File: src/rtl/core/bap_pkg.sv
// ----------------------------------------------------------------------------
// bap_pkg
// Shared types and codes for the advertising data structure parser: record
// kinds, parse phases, AD type codes and configuration register indexes.
// ----------------------------------------------------------------------------
package bap_pkg;

  // record kinds on the result channel
  typedef enum logic [2:0] {
    KIND_NAME      = 3'd0,
    KIND_SERVICE   = 3'd1,
    KIND_MFR       = 3'd2,
    KIND_TXPWR     = 3'd3,
    KIND_DONE      = 3'd4,
    KIND_MALFORMED = 3'd5
  } kind_t;

  // parse phase of the structure walker
  typedef enum logic [1:0] {
    PH_HALT = 2'd0,
    PH_LEN  = 2'd1,
    PH_TYPE = 2'd2,
    PH_DATA = 2'd3
  } phase_t;

  // AD type codes that produce records
  localparam logic [7:0] AD_SERVICE_INC  = 8'h02;
  localparam logic [7:0] AD_SERVICE_CMPL = 8'h03;
  localparam logic [7:0] AD_NAME_SHORT   = 8'h08;
  localparam logic [7:0] AD_NAME_CMPL    = 8'h09;
  localparam logic [7:0] AD_TXPWR        = 8'h0A;
  localparam logic [7:0] AD_MFR          = 8'hFF;

  // configuration register indexes and reset values
  localparam int unsigned CFG_IDX_W = 2;
  localparam logic [CFG_IDX_W-1:0] CFG_NAME_LIMIT    = 2'd0;
  localparam logic [CFG_IDX_W-1:0] CFG_SERVICE_LIMIT = 2'd1;
  localparam logic [CFG_IDX_W-1:0] CFG_MFR_LIMIT     = 2'd2;

  localparam logic [7:0] NAME_LIMIT_RST    = 8'd32;
  localparam logic [6:0] SERVICE_LIMIT_RST = 7'd8;
  localparam logic [7:0] MFR_LIMIT_RST     = 8'd32;

  // result queue geometry
  localparam int unsigned QDEPTH = 4;
  localparam int unsigned QPTR_W = 2;
  localparam int unsigned QCNT_W = 3;

  // one result record
  typedef struct packed {
    kind_t       kind;
    logic [7:0]  idx;
    logic [15:0] val;
    logic        last;
  } rec_t;

endpackage

File: src/rtl/core/ble_adv_structure_parser.sv
// ----------------------------------------------------------------------------
// ble_adv_structure_parser
// Streaming walker over the length-type-value structures of an advertising
// or scan response buffer, one payload byte per transfer.
// ----------------------------------------------------------------------------
// Usage:
//   in_*  channel: one payload byte per transfer; in_start_req marks the
//         first byte of a buffer and carries in_buffer_length with it.
//   out_* channel: result records (name char, service uuid, manufacturer
//         byte, tx power, structure done, malformed stop); out_last_of_run
//         flags the last record caused by one input byte.
//   cfg_* port: single-cycle writes of name, service and manufacturer
//         limits; the user must write them only while the block is idle (not enforced).
// Order: a byte's records enter the result queue when it is taken and reach out_*
//   after older records drain. A byte updates the parse state when it is taken.
// Throughput: one byte per cycle while the receiver keeps up; a byte that
//   closes a structure with a data record gives two records, which drain one
//   per cycle through the four-entry result queue. in_ready is high while
//   the queue has room for two records.
// Reset: parser halted waiting for a start byte, limits at their defaults,
//   result queue empty.
// Stall: when out_ready is low, records hold in the queue and in_ready drops
//   once fewer than two entries are free; no record is lost.
// ----------------------------------------------------------------------------
module ble_adv_structure_parser (
  input  logic                           clk,
  input  logic                           rst_n,
  // configuration
  input  logic                           cfg_we,
  input  logic [bap_pkg::CFG_IDX_W-1:0]  cfg_index,
  input  logic [7:0]                     cfg_wdata,
  // input byte channel
  input  logic                           in_valid,
  output logic                           in_ready,
  input  logic [7:0]                     in_data_byte,
  input  logic                           in_start_req,
  input  logic [7:0]                     in_buffer_length,
  // result channel
  output logic                           out_valid,
  input  logic                           out_ready,
  output logic [2:0]                     out_kind,
  output logic [7:0]                     out_item_index,
  output logic [15:0]                    out_item_value,
  output logic                           out_last_of_run
);
  import bap_pkg::*;

  // configuration registers
  logic [7:0] name_limit_r;
  logic [6:0] service_limit_r;
  logic [7:0] mfr_limit_r;

  // parse state
  phase_t     phase_r, phase_nxt;
  logic [7:0] pos_r, pos_nxt;
  logic [7:0] total_r, total_nxt;
  logic [7:0] left_r, left_nxt;
  logic [7:0] type_r, type_nxt;
  logic [7:0] di_r, di_nxt;
  logic [7:0] uuid_lo_r, uuid_lo_nxt;

  // result queue
  rec_t              q_mem [QDEPTH];
  logic [QPTR_W-1:0] wr_ptr_r, rd_ptr_r;
  logic [QCNT_W-1:0] count_r;

  logic in_xfer, out_xfer;

  // working values for the current byte
  phase_t     eff_phase;
  logic [7:0] eff_pos, eff_total, pos_inc;
  logic       has_data, has_end;
  rec_t       data_rec, end_rec, rec_a, rec_b;
  logic [1:0] n_rec;

  assign in_xfer  = in_valid && in_ready;
  assign out_xfer = out_valid && out_ready;
  assign in_ready = (count_r <= QCNT_W'(QDEPTH - 2));

  // kept count of the structure with the given type and data index
  function automatic logic [7:0] kept_count(input logic [7:0] t, input logic [7:0] di,
                                            input logic [7:0] nl, input logic [6:0] sl,
                                            input logic [7:0] ml);
    logic [7:0] lim;
    logic [6:0] half;
    logic [7:0] res;
    lim  = (nl == 8'd0) ? 8'd0 : nl - 8'd1;
    half = di[7:1];
    res  = 8'd0;
    if (t == AD_NAME_SHORT || t == AD_NAME_CMPL) begin
      res = (di < lim) ? di : lim;
    end else if (t == AD_SERVICE_INC || t == AD_SERVICE_CMPL) begin
      res = {1'b0, ((half < sl) ? half : sl)};
    end else if (t == AD_MFR) begin
      res = (di < ml) ? di : ml;
    end else if (t == AD_TXPWR) begin
      res = (di != 8'd0) ? 8'd1 : 8'd0;
    end
    return res;
  endfunction

  // configuration writes
  always_ff @(posedge clk) begin
    if (!rst_n) begin
      name_limit_r    <= NAME_LIMIT_RST;
      service_limit_r <= SERVICE_LIMIT_RST;
      mfr_limit_r     <= MFR_LIMIT_RST;
    end else if (cfg_we) begin
      case (cfg_index)
        CFG_NAME_LIMIT:    name_limit_r    <= cfg_wdata;
        CFG_SERVICE_LIMIT: service_limit_r <= cfg_wdata[6:0];
        CFG_MFR_LIMIT:     mfr_limit_r     <= cfg_wdata;
        default: ;
      endcase
    end
  end

  // parse step for one byte
  always_comb begin
    logic [7:0] name_lim;
    logic [8:0] reach;
    logic [7:0] di_inc;

    eff_total = in_start_req ? in_buffer_length : total_r;
    eff_pos   = in_start_req ? 8'd0 : pos_r;
    if (in_start_req) begin
      eff_phase = (in_buffer_length != 8'd0) ? PH_LEN : PH_HALT;
    end else begin
      eff_phase = phase_r;
    end
    pos_inc  = eff_pos + 8'd1;
    name_lim = (name_limit_r == 8'd0) ? 8'd0 : name_limit_r - 8'd1;
    reach    = {1'b0, pos_inc} + {1'b0, in_data_byte};
    di_inc   = di_r + 8'd1;

    phase_nxt   = eff_phase;
    pos_nxt     = eff_pos;
    total_nxt   = eff_total;
    left_nxt    = left_r;
    type_nxt    = type_r;
    di_nxt      = di_r;
    uuid_lo_nxt = uuid_lo_r;

    has_data = 1'b0;
    has_end  = 1'b0;
    data_rec = '{kind: KIND_NAME, idx: di_r, val: {8'd0, in_data_byte}, last: 1'b0};
    end_rec  = '{kind: KIND_DONE, idx: 8'd0, val: {8'd0, type_r}, last: 1'b0};

    case (eff_phase)
      PH_LEN: begin
        pos_nxt = pos_inc;
        if (in_data_byte == 8'd0 || reach > {1'b0, eff_total}) begin
          has_end      = 1'b1;
          end_rec.kind = KIND_MALFORMED;
          end_rec.idx  = eff_pos;
          end_rec.val  = {8'd0, in_data_byte};
          phase_nxt    = PH_HALT;
        end else begin
          left_nxt  = in_data_byte;
          phase_nxt = PH_TYPE;
        end
      end
      PH_TYPE: begin
        pos_nxt     = pos_inc;
        type_nxt    = in_data_byte;
        left_nxt    = left_r - 8'd1;
        di_nxt      = 8'd0;
        uuid_lo_nxt = 8'd0;
        if (left_r == 8'd1) begin
          // empty structure: done with nothing kept
          has_end     = 1'b1;
          end_rec.val = {8'd0, in_data_byte};
          phase_nxt   = (pos_inc >= eff_total) ? PH_HALT : PH_LEN;
        end else begin
          phase_nxt = PH_DATA;
        end
      end
      PH_DATA: begin
        pos_nxt = pos_inc;
        if (type_r == AD_NAME_SHORT || type_r == AD_NAME_CMPL) begin
          has_data = (di_r < name_lim);
        end else if (type_r == AD_SERVICE_INC || type_r == AD_SERVICE_CMPL) begin
          if (di_r[0]) begin
            has_data      = (di_r[7:1] < service_limit_r);
            data_rec.kind = KIND_SERVICE;
            data_rec.idx  = {1'b0, di_r[7:1]};
            data_rec.val  = {in_data_byte, uuid_lo_r};
          end else begin
            uuid_lo_nxt = in_data_byte;
          end
        end else if (type_r == AD_MFR) begin
          has_data      = (di_r < mfr_limit_r);
          data_rec.kind = KIND_MFR;
        end else if (type_r == AD_TXPWR) begin
          has_data      = (di_r == 8'd0);
          data_rec.kind = KIND_TXPWR;
          data_rec.idx  = 8'd0;
        end
        di_nxt   = di_inc;
        left_nxt = left_r - 8'd1;
        if (left_r == 8'd1) begin
          has_end     = 1'b1;
          end_rec.idx = kept_count(type_r, di_inc, name_limit_r, service_limit_r,
                                   mfr_limit_r);
          phase_nxt   = (pos_inc >= eff_total) ? PH_HALT : PH_LEN;
        end
      end
      default: ;
    endcase

    // order records: data first, then the closing record
    n_rec = {1'b0, has_data} + {1'b0, has_end};
    rec_a = has_data ? data_rec : end_rec;
    rec_a.last = (n_rec == 2'd1);
    rec_b = end_rec;
    rec_b.last = 1'b1;
  end

  // parse state registers
  always_ff @(posedge clk) begin
    if (!rst_n) begin
      phase_r   <= PH_HALT;
      pos_r     <= 8'd0;
      total_r   <= 8'd0;
      left_r    <= 8'd0;
      type_r    <= 8'd0;
      di_r      <= 8'd0;
      uuid_lo_r <= 8'd0;
    end else if (in_xfer) begin
      phase_r   <= phase_nxt;
      pos_r     <= pos_nxt;
      total_r   <= total_nxt;
      left_r    <= left_nxt;
      type_r    <= type_nxt;
      di_r      <= di_nxt;
      uuid_lo_r <= uuid_lo_nxt;
    end
  end

  // result queue storage
  always_ff @(posedge clk) begin
    if (in_xfer) begin
      if (n_rec != 2'd0) begin
        q_mem[wr_ptr_r] <= rec_a;
      end
      if (n_rec == 2'd2) begin
        q_mem[wr_ptr_r + QPTR_W'(1)] <= rec_b;
      end
    end
  end

  // result queue pointers and fill count
  always_ff @(posedge clk) begin
    if (!rst_n) begin
      wr_ptr_r <= '0;
      rd_ptr_r <= '0;
      count_r  <= '0;
    end else begin
      if (in_xfer) begin
        wr_ptr_r <= wr_ptr_r + QPTR_W'(n_rec);
      end
      if (out_xfer) begin
        rd_ptr_r <= rd_ptr_r + QPTR_W'(1);
      end
      count_r <= count_r + (in_xfer ? QCNT_W'(n_rec) : QCNT_W'(0))
                         - (out_xfer ? QCNT_W'(1) : QCNT_W'(0));
    end
  end

  // result channel
  assign out_valid       = (count_r != '0);
  assign out_kind        = q_mem[rd_ptr_r].kind;
  assign out_item_index  = q_mem[rd_ptr_r].idx;
  assign out_item_value  = q_mem[rd_ptr_r].val;
  assign out_last_of_run = q_mem[rd_ptr_r].last;

  // queue never holds more than its depth
  a_count_bound: assert property (@(posedge clk) disable iff (!rst_n)
    count_r <= QCNT_W'(QDEPTH))
    else $error("result queue fill count beyond depth");

  // fill count follows pushes and pops
  a_count_track: assert property (@(posedge clk) disable iff (!rst_n)
    (in_xfer && n_rec == 2'd0 && !out_xfer) |=> $stable(count_r))
    else $error("fill count moved without a push or pop");

  // a halted parser without start produces nothing
  a_halt_quiet: assert property (@(posedge clk) disable iff (!rst_n)
    (in_xfer && !in_start_req && phase_r == PH_HALT) |-> (n_rec == 2'd0))
    else $error("record produced while halted");

  // a byte closing a structure leaves the parser at a length byte or halted
  a_close_phase: assert property (@(posedge clk) disable iff (!rst_n)
    (in_xfer && has_end) |=> (phase_r == PH_LEN || phase_r == PH_HALT))
    else $error("parser not at structure boundary after closing record");

endmodule
File: config.mk
export PLATFORM = sky130hd
export DESIGN_NAME = ble_adv_structure_parser
export DESIGN_NICKNAME = d
export VERILOG_FILES = /design/src/rtl/core/bap_pkg.sv /design/src/rtl/core/ble_adv_structure_parser.sv
export SDC_FILE = /design/constraint.sdc
export NUM_CORES = 1
export LEC_CHECK = 0
export CAP_MARGIN = 20
export CORE_MARGIN = 2
export CORE_UTILIZATION = 32
export CTS_BUF_LIST = sky130_fd_sc_hd__clkbuf_4
export DETAILED_ROUTE_END_ITERATION = 10
export DONT_BUFFER_PORTS = 1
export PLACE_DENSITY_LB_ADDON = 0.05
export SLEW_MARGIN = 25
export SYNTH_ARGS = -nofsm -noshare
export SYNTH_HDL_FRONTEND = slang
export SYNTH_SLANG_ARGS = --single-unit
File: constraint.sdc
create_clock -name clk -period 6.85 [get_ports clk]
set_input_delay 1.0275 -clock clk [delete_from_list [all_inputs] [get_ports clk]]
set_output_delay 1.0275 -clock clk [all_outputs]
set_load 0.05 [all_outputs]
==> results.json, run 1 <==
{
  "min_delay_path_depth": 1,
  "required_ns": 7.27,
  "crit_family": "simple AND/OR/NAND/NOR gates",
  "drive_above_1_share": 0.101,
  "start_util": 0.324,
  "synth_edf_count": 68,
  "cp_num_buf_inv": 3,
  "ys.flop_type": "dfxtp_1",
  "postCtsSetupRepairBufs": 0,
  "yosysWarnings": 0,
  "clkLatencyLatePin_ns": 0.69,
  "final-setup-viol-count": 0,
  "worst_pin_slew_ns": 1.02,
  "grt_pass1_wl_um": 62200,
  "syn_area_um2": 12100,
  "critPathMaxStageDelay_ns": 0.51,
  "synth_cells": 1283,
  "syn_nets": 1399,
  "drc": 0,
  "core_area_um2": 37500,
  "reg2reg_to": "q_mem[3][25]",
  "holdPathEnd": "service_limit_r[3]",
  "timing.final.crit_share": 0.893,
  "rsz0062_at_grt": "false",
  "syn_to_final_growth_pct": 7.39,
  "reg2reg_slack_ns": 0.73,
  "clock-sinks": 194,
  "status": "finished clean",
  "worst_setup_path_start_kind": "register",
  "r2r_cells": 23,
  "wl_per_cell_um": 22.4,
  "grt_antenna_before_repair": 2,
  "fmax_mhz": 163,
  "die_x_um": 199,
  "largest-register": "q_mem",
  "final_common_cell": "nand2_1",
  "ioPinCount": 62,
  "die-height_um": 199,
  "grtUsageTotal": 0.210,
  "ctsResizeCount": 0,
  "wl_um": 39800,
  "setup_ws_ns": 0.731,
  "worstPathArrival_ns": 6.54,
  "gp_congestion": 0.813,
  "finalHoldViolCount": 0,
  "drtPass1Iterations": 5,
  "pre_cts_slack_ns": 0.179,
  "cts_buffer_depth": 2,
  "htree_num_levels": 4,
  "crit_top_cell": "nor2_1",
  "worst-setup-path-type": "reg2reg",
  "ctsRootBufferMaster": "clkbuf_4",
  "ctsHoldBuffers": 0,
  "cts_tree": "yes",
  "synth_cell_types": 74,
  "slew_headroom": 0.317,
  "die_area_um2": 39500,
  "hpwlAfterDp_um": 29300,
  "overflow": 0,
  "tns_ns": 0,
  "critPathCaptureType": "register",
  "grt_max_degree": 82,
  "reg2reg_from": "pos_r[0]",
  "grt_pass1_vias": 9757,
  "rows": 71,
  "crit_fanout": 10,
  "cap_viol_max_count": 0,
  "fin_skew_ns": 0.0297,
  "ys_seq_elements": 194,
  "min_path_type": "in2reg",
  "synthArstFlopShare": 0,
  "largest_reg_flops": 112,
  "peakVddDrop_uv": 129,
  "synth.yosys.seq_area_share": 0.376,
  "path_cells": "nor2b_1 -> nand4_1 -> nor2_1 -> nand2_1 -> xor2_1 -> nor2_1 -> ha_1 -> a21oi_1 -> o21ai_0 -> xor2_1 -> ha_1 -> o211a_1 -> a211oi_1 -> a211oi_1 -> o21ai_0 -> a21o_1 -> inv_1 -> ha_1 -> nand2_1 -> nor2_1 -> nor2_1 -> inv_1 -> buf_12",
  "final_cell_mix": "nand2_1, dfxtp_1, ha_1",
  "slew_violations": 0,
  "hp-start": "rst_n",
  "power_leakage_nw": 4.82,
  "drt_first_iter_violations": 777,
  "period_needed_ns": 6.12,
  "antenna_left": 0,
  "numCtsBuffers": 17,
  "nets": 1367,
  "powerDensity_nw_per_um2": 215,
  "worst_path_max_delay_cell": "a211oi_1",
  "avgSynthCellArea_um2": 9.47,
  "io_buffers": 0,
  "vias": 9860,
  "vias_per_cell": 5.55,
  "clk_pin_slew_ns": 0.17
}
==> layer usage <==
layer  GRT usage  share of wire
met5           0              0
met4      0.0401         0.0067
met3      0.0426          0.047
met2       0.335           0.46
met1       0.296           0.49
==> worst register-to-register path, delay by kind of cell, from the launching register on <==
kind | cells | cell delay (ns)
adders and majority gates | 3 | 0.79
xor gates and xnor gates | 2 | 0.31
AOI/OAI and AO/OA | 7 | 1.48
buffers and inverters | 3 | 0.76
DFF | 1 | 0.46
and+or+nand+nor | 8 | 2.10
==> layout make-up <==
| class | instances | area [um^2] |
|---|---|---|
| fillers | 3940 | 24400 |
| multi-input cells | 969 | 7160 |
| flip-flops and latches | 194 | 4570 |
| well taps | 511 | 639 |
| repair buffers | 30 | 250 |
| clock inverters | 14 | 148 |
| inverters | 39 | 146 |
| clock buffers | 18 | 135 |
| diodes | 2 | 5.00 |
==> cell families (layout without fill, tap and decap cells) <==
| logic type | after synthesis | in the layout | share of synthesized area |
|---|---|---|---|
| and+or+nand+nor | 431 | 431 | 0.170 |
| AOI/OAI and AO/OA | 344 | 344 | 0.210 |
| DFF | 194 | 194 | 0.376 |
| buffers and inverters | 120 | 101 | 0.0386 |
| adders and majority gates | 84 | 84 | 0.0877 |
| muxes | 83 | 83 | 0.0980 |
| xor gates and xnor gates | 27 | 27 | 0.0195 |
| other | 0 | 2 | 0 |
==> per-stage QoR <==
stage / hold WS (ns) / total power, mW / cell area, um^2 / utilization / cells
6_report: 0.408 / 2.80 / 13000 / 0.348 / 1777
4_1_cts: 0.334 / 2.85 / 13000 / 0.348 / 1775
3_5_place_dp: 0.442 / 2.17 / 12800 / 0.340 / 1743
3_3_place_gp: 0.432 / 2.17 / 12800 / 0.340 / 1743
2_1_floorplan: 0.420 / 1.99 / 12100 / - / 1283
5_1_grt: 0.354 / 2.97 / 13000 / 0.348 / 1777
==> power breakdown <==
group	leakage, nW	internal, mW	switching (mW)
logic	3.13	0.276	0.563
registers	1.54	1.25	0.0477
clock network	0.158	0.198	0.467
total	4.82	1.73	1.08
==> worst max path at each step <==
| stage | start | end | slack (ns) | cells past startpoint |
|---|---|---|---|---|
| after detailed placement | in_start_req | q_mem[3][1] | 0.18 | 23 |
| after CTS | pos_r[0] | q_mem[3][25] | 0.71 | 23 |
| final | pos_r[0] | q_mem[3][25] | 0.73 | 23 |
| after global placement | in_start_req | q_mem[2][27] | 0.32 | 24 |
| after floorplan | in_start_req | q_mem[0][17] | 0.42 | 22 |
| after global routing | pos_r[0] | q_mem[3][0] | 0.13 | 24 |
==> cells in the mapped netlist (30+ instances only) <==
cell | n | area [um^2]
a21oi_1 | 42 | 210
clkbuf_1 | 68 | 255
dfxtp_1 | 126 | 2520
edfxtp_1 | 68 | 2040
ha_1 | 82 | 1030
inv_1 | 38 | 143
mux2i_1 | 47 | 470
nand2_1 | 151 | 567
nand3_1 | 45 | 225
nor2_1 | 77 | 289
nor2b_1 | 35 | 219
nor3_1 | 30 | 150
o21ai_0 | 64 | 320
No activity file was read; power rests on OpenSTA's default activity.
==> run 2, diff against run 1 <==
- CORE_UTILIZATION: 32 -> 55
==> run 2 against run 1 <==
Sequential share of layout area is 0.82 points higher. Clock-buffer cell count fell by 1. Sequential power is essentially flat. Flip-flop and latch count is the same. Register-to-register slack improved by 0.38 ns. Critical path type unchanged. Highest routed layer unchanged.
==> results.json, run 2 (same netlist as run 1, synthesis figures left out) <==
{
  "status": "finished clean",
  "grt_max_degree": 82,
  "worstPathArrival_ns": 6.25,
  "clock-sinks": 194,
  "largest-register": "q_mem",
  "worst_setup_path_start_kind": "register",
  "htree_num_levels": 4,
  "grtUsageTotal": 0.296,
  "fmax_mhz": 174,
  "period_needed_ns": 5.74,
  "final_area_um2": 12700,
  "gp_congestion": 0.972,
  "drtPass1Iterations": 7,
  "core_area_um2": 21800,
  "largest_reg_flops": 112,
  "antenna_left": 0,
  "die_area_um2": 23300,
  "syn_to_final_growth_pct": 4.94,
  "overflow": 0,
  "required_ns": 7.36,
  "drc": 0,
  "rsz0062_at_grt": "false",
  "cap_viol_max_count": 0,
  "ctsResizeCount": 0,
  "numCtsBuffers": 17,
  "grt_pass1_vias": 9551,
  "final_cell_mix": "nand2_1, dfxtp_1, ha_1",
  "final_common_cell": "nand2_1",
  "wl_um": 34600,
  "slew_violations": 0,
  "tns_ns": 0,
  "fin_skew_ns": 0.0260,
  "power_leakage_nw": 4.83,
  "slew_headroom": 0.263,
  "critPathCaptureType": "register",
  "min_path_type": "in2reg",
  "ctsHoldBuffers": 0,
  "grt_antenna_before_repair": 1,
  "vias": 10106,
  "clkLatencyLatePin_ns": 0.62,
  "worst-setup-path-type": "reg2reg",
  "die_x_um": 153,
  "hpwlAfterDp_um": 24500,
  "ctsRootBufferMaster": "clkbuf_4",
  "vias_per_cell": 6.53,
  "drive_above_1_share": 0.0972,
  "io_buffers": 0,
  "power.total_mw": 2.79,
  "die-height_um": 153,
  "fill_cells": 1987,
  "final-setup-viol-count": 0,
  "powerDensity_nw_per_um2": 219,
  "grt_pass1_wl_um": 54600,
  "rows": 54,
  "crit_fanout": 10,
  "postCtsSetupRepairBufs": 0,
  "peakVddDrop_uv": 222,
  "drt_first_iter_violations": 1018,
  "cts_buffer_depth": 2,
  "place_area_um2": 12400,
  "worst_pin_slew_ns": 1.11,
  "clk_pin_slew_ns": 0.20,
  "ioPinCount": 62,
  "timing.final.crit_share": 0.838,
  "start_util": 0.558,
  "nets": 1368,
  "finalHoldViolCount": 0,
  "wl_per_cell_um": 22.4,
  "cts_tree": "yes"
}
run 2: cell count changes in the layout (fill, tap and decap cells not counted), moves of 2 or more:
cell and delta:
clkinv_2 -2, clkinv_8 +4, buf_12 -2, nor3_2 -4
inv_12 +2, buf_4 +3, nor3_1 +4
run 2: final timing paths:
check,depth (start not counted),endpoint,start,slack (ns)
setup / recovery,24,q_mem[0][0],pos_r[0],1.11
hold / removal,1,name_limit_r[5],rst_n,0.46
setup reg to reg,24,q_mem[0][0],pos_r[0],1.11
hold reg to reg,2,q_mem[1][26],q_mem[1][26],0.47
run 2: final cells by class:
| class | count | area (um^2) | share of cell area |
|---|---|---|---|
| inverters | 39 | 146 | 0.0115 |
| diodes | 2 | 5.00 | 0.000393 |
| well taps | 280 | 350 | 0.0275 |
| flip-flops and latches | 194 | 4570 | 0.358 |
| repair buffers | 31 | 233 | 0.0183 |
| clock inverters | 15 | 189 | 0.0148 |
| clock buffers | 17 | 128 | 0.0100 |
| multi-input cells | 969 | 7130 | 0.559 |
run 2: report_power, final:
group	internal (mW)	switching, mW	total (mW)
registers	1.25	0.0468	1.30
clock network	0.179	0.495	0.674
logic	0.279	0.541	0.819
total	1.71	1.08	2.79
run 2: routing by layer:
metal / vias to the layer above / GRT usage / share of wire
met5: - / 0 / 0
met4: 0 / 0.0825 / 0.021
met3: 65 / 0.0489 / 0.084
met2: 444 / 0.452 / 0.45
met1: 4820 / 0.437 / 0.45
li1: 4777 / - / -
run 2: through the flow:
step | utilization | hold WS [ns] | cells | worst slack (ns)
floorplan | - | 0.420 | 1283 | 0.418
global placement | 0.571 | 0.429 | 1512 | 0.751
detailed placement | 0.571 | 0.442 | 1513 | 0.618
CTS | 0.586 | 0.435 | 1545 | 1.12
global route | 0.586 | 0.433 | 1547 | 0.572
finish | 0.586 | 0.458 | 1547 | 1.11
run 2: critical path, stage by stage, from the launching register on:
cell and delay [ns]:
dfxtp_1 0.46, nor2b_1 0.30, nand4_1 0.23, nor2_1 0.26, nand2_1 0.09, xor2_1 0.15, nor2_1 0.15, ha_1 0.31
a21oi_1 0.13, o21ai_0 0.11, xor2_1 0.16, ha_1 0.32, o211a_1 0.13, a211oi_1 0.22, a211oi_1 0.13, o21ai_0 0.28
a21o_1 0.21, inv_1 0.07, ha_1 0.19, nand2_1 0.15, nor2_1 0.09, nor2_1 0.58, inv_1 0.45, buf_4 0.29
o22a_1 0.18
